[src/rtl/core/etk_pkg.sv]
`default_nettype none

package etk_pkg;

	// width of the internal position counter, wraps modulo 2**POS_WIDTH
	localparam int POS_WIDTH = 16;
	localparam int OUT_POS_WIDTH = 16;

	// entries in the token output queue
	localparam int TOK_QUEUE_DEPTH = 4;

	// token kinds as reported on the result word
	typedef enum logic [3:0] {
		KIND_IDENT  = 4'd0,
		KIND_NUMBER = 4'd1,
		KIND_LPAREN = 4'd2,
		KIND_RPAREN = 4'd3,
		KIND_COMMA  = 4'd4,
		KIND_PLUS   = 4'd5,
		KIND_MINUS  = 4'd6,
		KIND_MULT   = 4'd7,
		KIND_DIV    = 4'd8,
		KIND_ERROR  = 4'd9
	} kind_t;

	// characters with a meaning of their own
	localparam logic [7:0] CH_UNDERSCORE = 8'h5F;
	localparam logic [7:0] CH_DOT        = 8'h2E;
	localparam logic [7:0] CH_SPACE      = 8'h20;
	localparam logic [7:0] CH_LPAREN     = 8'h28;
	localparam logic [7:0] CH_RPAREN     = 8'h29;
	localparam logic [7:0] CH_COMMA      = 8'h2C;
	localparam logic [7:0] CH_PLUS       = 8'h2B;
	localparam logic [7:0] CH_MINUS      = 8'h2D;
	localparam logic [7:0] CH_MULT       = 8'h2A;
	localparam logic [7:0] CH_DIV        = 8'h2F;

	typedef struct packed {
		logic [7:0] ch;
		logic       last_char;
	} char_word_t;

	typedef struct packed {
		kind_t                     kind;
		logic [OUT_POS_WIDTH-1:0] tok_start;
		logic [OUT_POS_WIDTH-1:0] tok_end;
		logic                      run_last;
	} tok_word_t;

endpackage

`default_nettype wire

[src/rtl/core/expression_tokenizer_unit.sv]
`default_nettype none

// Character-at-a-time lexer for arithmetic expressions. One character word is
// taken per cycle on the char channel, last_char marking the end of the
// expression; tokens come out on the tok channel as kind plus start/end
// positions (identifiers, numbers, parens, comma, + - * /, or one error
// word at the first bad character, after which input is swallowed until the
// last character). Each character is classified and the lexer state updated
// in the cycle it is accepted, and its zero, one or two token words go into a
// four-entry output queue. A character is accepted every cycle while the
// queue holds at most two words, so the sustained rate is one character per
// cycle, bounded by one token word per cycle on the output side; a character
// that closes a token and is itself a token makes two token words.
// The lexer state returns to its reset state after the last character.
module expression_tokenizer_unit (
	input  wire                        clk,
	input  wire                        arst_n,
	input  wire                        char_valid,
	output logic                       char_stall,
	input  wire  etk_pkg::char_word_t  char_word,
	output logic                       tok_valid,
	input  wire                        tok_stall,
	output etk_pkg::tok_word_t         tok_word
);

	typedef enum logic [1:0] {
		ST_IDLE  = 2'd0,
		ST_IDENT = 2'd1,
		ST_INT   = 2'd2,
		ST_FRAC  = 2'd3
	} lex_state_t;

	// lexer state
	lex_state_t                       state_q;
	logic [etk_pkg::POS_WIDTH-1:0]    tstart_q;
	logic [etk_pkg::POS_WIDTH-1:0]    pos_q;
	logic                             err_q;

	// output queue, head at entry 0
	etk_pkg::tok_word_t               queue_q [etk_pkg::TOK_QUEUE_DEPTH];
	logic [2:0]                       count_q;

	logic char_acc;
	logic tok_acc;

	assign char_stall = (count_q > 3'd2);
	assign char_acc   = char_valid && !char_stall;
	assign tok_valid  = (count_q != 3'd0);
	assign tok_acc    = tok_valid && !tok_stall;
	assign tok_word   = queue_q[0];

	// character classes
	logic [7:0]     c;
	logic           is_letter;
	logic           is_digit;
	logic           is_sep;
	logic           is_space;
	etk_pkg::kind_t sep_kind;

	assign c = char_word.ch;
	assign is_letter = (c >= 8'h61 && c <= 8'h7A) || (c >= 8'h41 && c <= 8'h5A)
		|| (c == etk_pkg::CH_UNDERSCORE);
	assign is_digit = (c >= 8'h30 && c <= 8'h39);
	assign is_space = (c == etk_pkg::CH_SPACE);

	always_comb begin
		is_sep   = 1'b1;
		sep_kind = etk_pkg::KIND_ERROR;
		case (c)
			etk_pkg::CH_SPACE:  sep_kind = etk_pkg::KIND_ERROR;
			etk_pkg::CH_LPAREN: sep_kind = etk_pkg::KIND_LPAREN;
			etk_pkg::CH_RPAREN: sep_kind = etk_pkg::KIND_RPAREN;
			etk_pkg::CH_COMMA:  sep_kind = etk_pkg::KIND_COMMA;
			etk_pkg::CH_PLUS:   sep_kind = etk_pkg::KIND_PLUS;
			etk_pkg::CH_MINUS:  sep_kind = etk_pkg::KIND_MINUS;
			etk_pkg::CH_MULT:   sep_kind = etk_pkg::KIND_MULT;
			etk_pkg::CH_DIV:    sep_kind = etk_pkg::KIND_DIV;
			default:            is_sep = 1'b0;
		endcase
	end

	// next lexer state and the token words this character makes
	lex_state_t                    state_d;
	logic [etk_pkg::POS_WIDTH-1:0] tstart_d;
	logic [etk_pkg::POS_WIDTH-1:0] pos_inc;
	logic                          bad;
	logic                          emit_open;
	logic                          emit_sep;
	logic                          emit_flush;
	etk_pkg::kind_t                open_kind;
	etk_pkg::kind_t                flush_kind;
	etk_pkg::tok_word_t            r0;
	etk_pkg::tok_word_t            r1;
	logic [1:0]                    nres;

	assign pos_inc = pos_q + 1'b1;

	always_comb begin
		state_d   = state_q;
		tstart_d  = tstart_q;
		bad       = 1'b0;
		emit_open = 1'b0;
		emit_sep  = 1'b0;
		if (!err_q) begin
			if (is_sep) begin
				// separator closes any open token
				emit_open = (state_q != ST_IDLE);
				emit_sep  = !is_space;
				state_d   = ST_IDLE;
			end else begin
				case (state_q)
					ST_IDLE: begin
						tstart_d = pos_q;
						if (is_letter)
							state_d = ST_IDENT;
						else if (is_digit)
							state_d = ST_INT;
						else if (c == etk_pkg::CH_DOT)
							state_d = ST_FRAC;
						else
							bad = 1'b1;
					end
					ST_IDENT: bad = !(is_letter || is_digit);
					ST_INT: begin
						if (c == etk_pkg::CH_DOT)
							state_d = ST_FRAC;
						else
							bad = !is_digit;
					end
					default: bad = !is_digit;
				endcase
			end
		end
		// token still open at the end of the expression gets flushed
		emit_flush = !err_q && !bad && char_word.last_char && (state_d != ST_IDLE);
	end

	assign open_kind  = (state_q == ST_IDENT) ? etk_pkg::KIND_IDENT : etk_pkg::KIND_NUMBER;
	assign flush_kind = (state_d == ST_IDENT) ? etk_pkg::KIND_IDENT : etk_pkg::KIND_NUMBER;

	always_comb begin
		r0 = '{kind: sep_kind, tok_start: etk_pkg::OUT_POS_WIDTH'(pos_q),
			tok_end: etk_pkg::OUT_POS_WIDTH'(pos_q), run_last: 1'b1};
		r1 = r0;
		nres = 2'd0;
		if (emit_open) begin
			r0.kind      = open_kind;
			r0.tok_start = etk_pkg::OUT_POS_WIDTH'(tstart_q);
			r0.run_last  = !emit_sep;
			nres         = emit_sep ? 2'd2 : 2'd1;
		end else if (emit_sep) begin
			nres = 2'd1;
		end else if (bad) begin
			r0.kind = etk_pkg::KIND_ERROR;
			nres    = 2'd1;
		end else if (emit_flush) begin
			r0.kind      = flush_kind;
			r0.tok_start = etk_pkg::OUT_POS_WIDTH'(tstart_d);
			r0.tok_end   = etk_pkg::OUT_POS_WIDTH'(pos_inc);
			nres         = 2'd1;
		end
	end

	// queue update: pop the head, then append this character's words
	logic [2:0] base;
	logic [2:0] count_d;

	assign base    = count_q - {2'd0, tok_acc};
	assign count_d = base + (char_acc ? {1'b0, nres} : 3'd0);

	always_ff @(posedge clk or negedge arst_n) begin
		if (!arst_n) begin
			state_q  <= ST_IDLE;
			tstart_q <= '0;
			pos_q    <= '0;
			err_q    <= 1'b0;
			count_q  <= 3'd0;
		end else begin
			count_q <= count_d;
			if (char_acc) begin
				if (char_word.last_char) begin
					state_q  <= ST_IDLE;
					tstart_q <= '0;
					pos_q    <= '0;
					err_q    <= 1'b0;
				end else begin
					state_q  <= state_d;
					tstart_q <= tstart_d;
					pos_q    <= pos_inc;
					err_q    <= err_q || bad;
				end
			end
		end
	end

	always_ff @(posedge clk) begin
		for (int k = 0; k < etk_pkg::TOK_QUEUE_DEPTH; k++) begin
			if (char_acc && (nres != 2'd0) && (3'(k) == base))
				queue_q[k] <= r0;
			else if (char_acc && (nres == 2'd2) && (3'(k) == base + 3'd1))
				queue_q[k] <= r1;
			else if (tok_acc && (k < etk_pkg::TOK_QUEUE_DEPTH - 1))
				queue_q[k] <= queue_q[2'(k + 1)];
		end
	end

endmodule

`default_nettype wire

[config.mk]
export PLATFORM = sky130hd
export DESIGN_NAME = expression_tokenizer_unit
export DESIGN_NICKNAME = d
export VERILOG_FILES = /design/src/rtl/core/etk_pkg.sv /design/src/rtl/core/expression_tokenizer_unit.sv
export SDC_FILE = /design/constraint.sdc
export NUM_CORES = 1
export LEC_CHECK = 0
export BUFFER_PORTS_ARGS = -buffer_cell sky130_fd_sc_hd__buf_2
export CAP_MARGIN = 20
export CORE_ASPECT_RATIO = 1.4
export CORE_UTILIZATION = 62
export DETAILED_ROUTE_END_ITERATION = 10
export PLACE_DENSITY = 0.81
export SKIP_CTS_REPAIR_TIMING = 1
export SYNTH_ARGS = -nofsm -noshare
export SYNTH_HDL_FRONTEND = slang
export SYNTH_SLANG_ARGS = --single-unit
[constraint.sdc]
create_clock -name clk -period 6.6 [get_ports clk]
set_input_delay 1.98 -clock clk [delete_from_list [all_inputs] [get_ports clk]]
set_output_delay 1.98 -clock clk [all_outputs]
set_load 0.01 [all_outputs]
==> run metrics <==
status=completed; TritonCTS Buffers=17; Pint=2670 µW; row count=54; CTS tree=done; Clock power frac=0.233; DP Wirelength=17.1 mm; initial cell density of the core=0.631; post-synthesis mux area share=0.0640; Util after Layout=0.692; Synth top cells by count=edfxtp_1, nand2_1, nor2_1; worst vdd rail ir drop=between 0.0003 and 0.0004 V; Final Hold Vio Count=0; Rel. slew slack=0.315; Area growth syn-to-layout=9.59%; clock sinks=186; area leader, netlist=edfxtp_1; largest family of logic cells by synthesized area=compound AO/OA/AOI/OAI gates; critical path fanouts, max=15; # diodes=0; vias=7760; die height=151 µm; sequential cell area=0.00540 mm²; Power Dens Cells=between 300 and 400 mW/mm²; number of remaining DRC errors=0; first-pass GRT wire length=39.8 mm; I/O pins=52; largest net degree at the start of global routing=52; Bufs on Longest Clock Path=2; GP Congestion=0.955; clk root buf=clkbuf_16; post-synthesis adder-cell area fraction=0.00842; layout net count=959; Reg power frac=0.456; drt pass-1 iters=6; Final Worst Setup Slack=1.42 ns; share of cells above drive strength 1=0.162; Worst Tran Pin Value=1.03 ns; xor/xnor share of the synthesized area=0.0152; CP most frequent cell=ha_1; syn_nets=947; R2R setup slack=2.28 ns; Starting DRT DRC Count=between 800 and 900; dpl ws=~1.0 ns; vias in the first global route=7434; Max Cap Violations=0; period utilization=0.785; Total Wirelength=roughly 26 mm; RSZ-0062 raised after global routing=no; post-synthesis compound-gate area fraction=0.159; WL/cell=between 20 and 25 µm; grt ovf=0; setup tns final=0 ns; Routed Antenna Nets=0; Synth area leaders=edfxtp_1, dfrtp_1, nand2_1, a21oi_1, o21ai_0; Core Footprint=0.0155 mm²; number of synthesized flops with an enable pin=148; Leak Pwr=0.00401 µW; antenna violations before repair=0; Crit path arrival time=approximately 5.5 ns; Synth Area in Simple Gates=0.159; count of pins over their slew limit=0; #FFs+latches synth=186; Synth top area share=0.453; crit path cell chain=buf_2, nand2b_1, inv_1, ha_1, ha_1, xor2_1, inv_1, ha_1, and3_1, nand3_2, o311a_1, buf_4, a21oi_1, a21oi_1; cells after synthesis=928; Post-DP Area=0.0102 mm²; DR vias/cell=6.75; crit path launch type=primary input; crit path max-delay cell type=o311a_1; setup violators final=0; asr flop ratio synth=0.204; Worst Path Buf+Inv=4; overall power=4220 µW; clk_lat worst skew=0.43 ns; Crit path max-delay family=compound AO/OA/AOI/OAI gates; CP Capture Type=register; count leader, synth=edfxtp_1; area of the multi-input gates=0.00401 mm²; Synth Flop Type=edfxtp_1; Fmax=193 MHz; total track usage=0.329; Fillers=approximately 1200; share of total power in combinational logic=0.310; die area=0.0163 mm²; Fin Clk Skew=0.0119 ns; Synth Warn #=0; Design Area, Final=0.0108 mm²; die width=108 µm; H-tree levels=4; Crit Path Category=primary input to register; Switching Fraction=0.367; Worst-path clk slew=about 0.07 ns; Final min period=5.18 ns; WP data required=6.88 ns; Avg Synthesized Cell Area=10.6 µm²; synth unique cells=75; Hold Crit Class=register to register; CP peak stage delay=0.63 ns; post-synthesis sequential area ratio=0.550; port bufs=51; Mapped Area=~0.01 mm²; NetSw=1550 µW
-- through the flow --
stage / std cells / hold slack [ns]
final: 1149 / 0.529
after global placement: 1117 / 0.500
after floorplan: 928 / 0.495
after CTS: 1149 / 0.524
after global routing: 1149 / 0.551
after detailed placement: 1117 / 0.513
-- layer usage --
metal  GRT usage  up-vias  routed length [µm]
li1            -     3493                   -
met5           0        -                   0
met2       0.565      461               13100
met1       0.391     3696                9180
met3      0.0512      110                2170
met4       0.186        0                1310
-- final timing paths --
kind	from	to	depth (start not counted)
setup / recovery	tok_stall	queue_q[1][19]	14
hold / removal	queue_q[2][16]	queue_q[1][16]	2
setup reg to reg	count_q[2]	queue_q[1][19]	14
hold reg to reg	queue_q[2][16]	queue_q[1][16]	2
max in group asynchronous	arst_n	pos_q[5]	1
min in group asynchronous	arst_n	tstart_q[11]	1
-- final cells by class --
class | instances | share of cell area
Clock inverter | 14 | 0.0127
Multi-Input combinational cell | 642 | 0.373
Sequential cell | 186 | 0.502
Timing Repair Buffer | 73 | 0.0426
Tap cell | 196 | 0.0228
Inverter | 20 | 0.00698
Clock buffer | 18 | 0.0399
-- state kept, by name, summed over array words and instances (netlist names) --
| name | flops |
|---|---|
| queue_q | 148 |
| count_q | 3 |
| state_q | 2 |
| pos_q | 16 |
| err_q | 1 |
| tstart_q | 16 |
-- worst register-to-register path, delay by kind of cell (launching register included) --
family	cells	cell delay, ns
AO/OA/AOI/OAI	3	0.90
XOR/XNOR	1	0.48
adder cells (fa/ha/maj)	3	0.76
buffers and inverters	3	0.64
flip-flops	1	0.40
AND/OR/NAND/NOR	4	0.99
-- cell families (layout without fill, tap and decap cells) --
family	count (synthesis)	count (layout)
XOR/XNOR	17	17
buffers and inverters	100	125
AND/OR/NAND/NOR	325	325
adder cells (fa/ha/maj)	6	6
multiplexers	57	57
flip-flops	186	186
AO/OA/AOI/OAI	237	237
-- placed cells by master, fill, tap and decap left out, drive strengths merged, types with 28 or more instances in the layout --
cell / netlist / final
a21oi: 68 / 68
buf: 24 / 73
dfrtp: 38 / 38
edfxtp: 148 / 148
mux2: 37 / 37
nand2: 100 / 100
nand3: 28 / 28
nor2: 84 / 84
nor3: 41 / 41
o21ai: 73 / 73
-- power by group through the flow --
| stage | registers [µW] | logic, µW | clock network, µW |
|---|---|---|---|
| global route | 1950 | 1430 | 1030 |
| finish | 1920 | 1310 | 984 |
| global placement | 1920 | 1250 | 0 |
| detailed placement | 1940 | 1290 | 0 |
| floorplan | 1870 | 921 | 0 |
| CTS | 1910 | 1300 | 990 |
No activity file was read; power rests on OpenSTA's default activity.
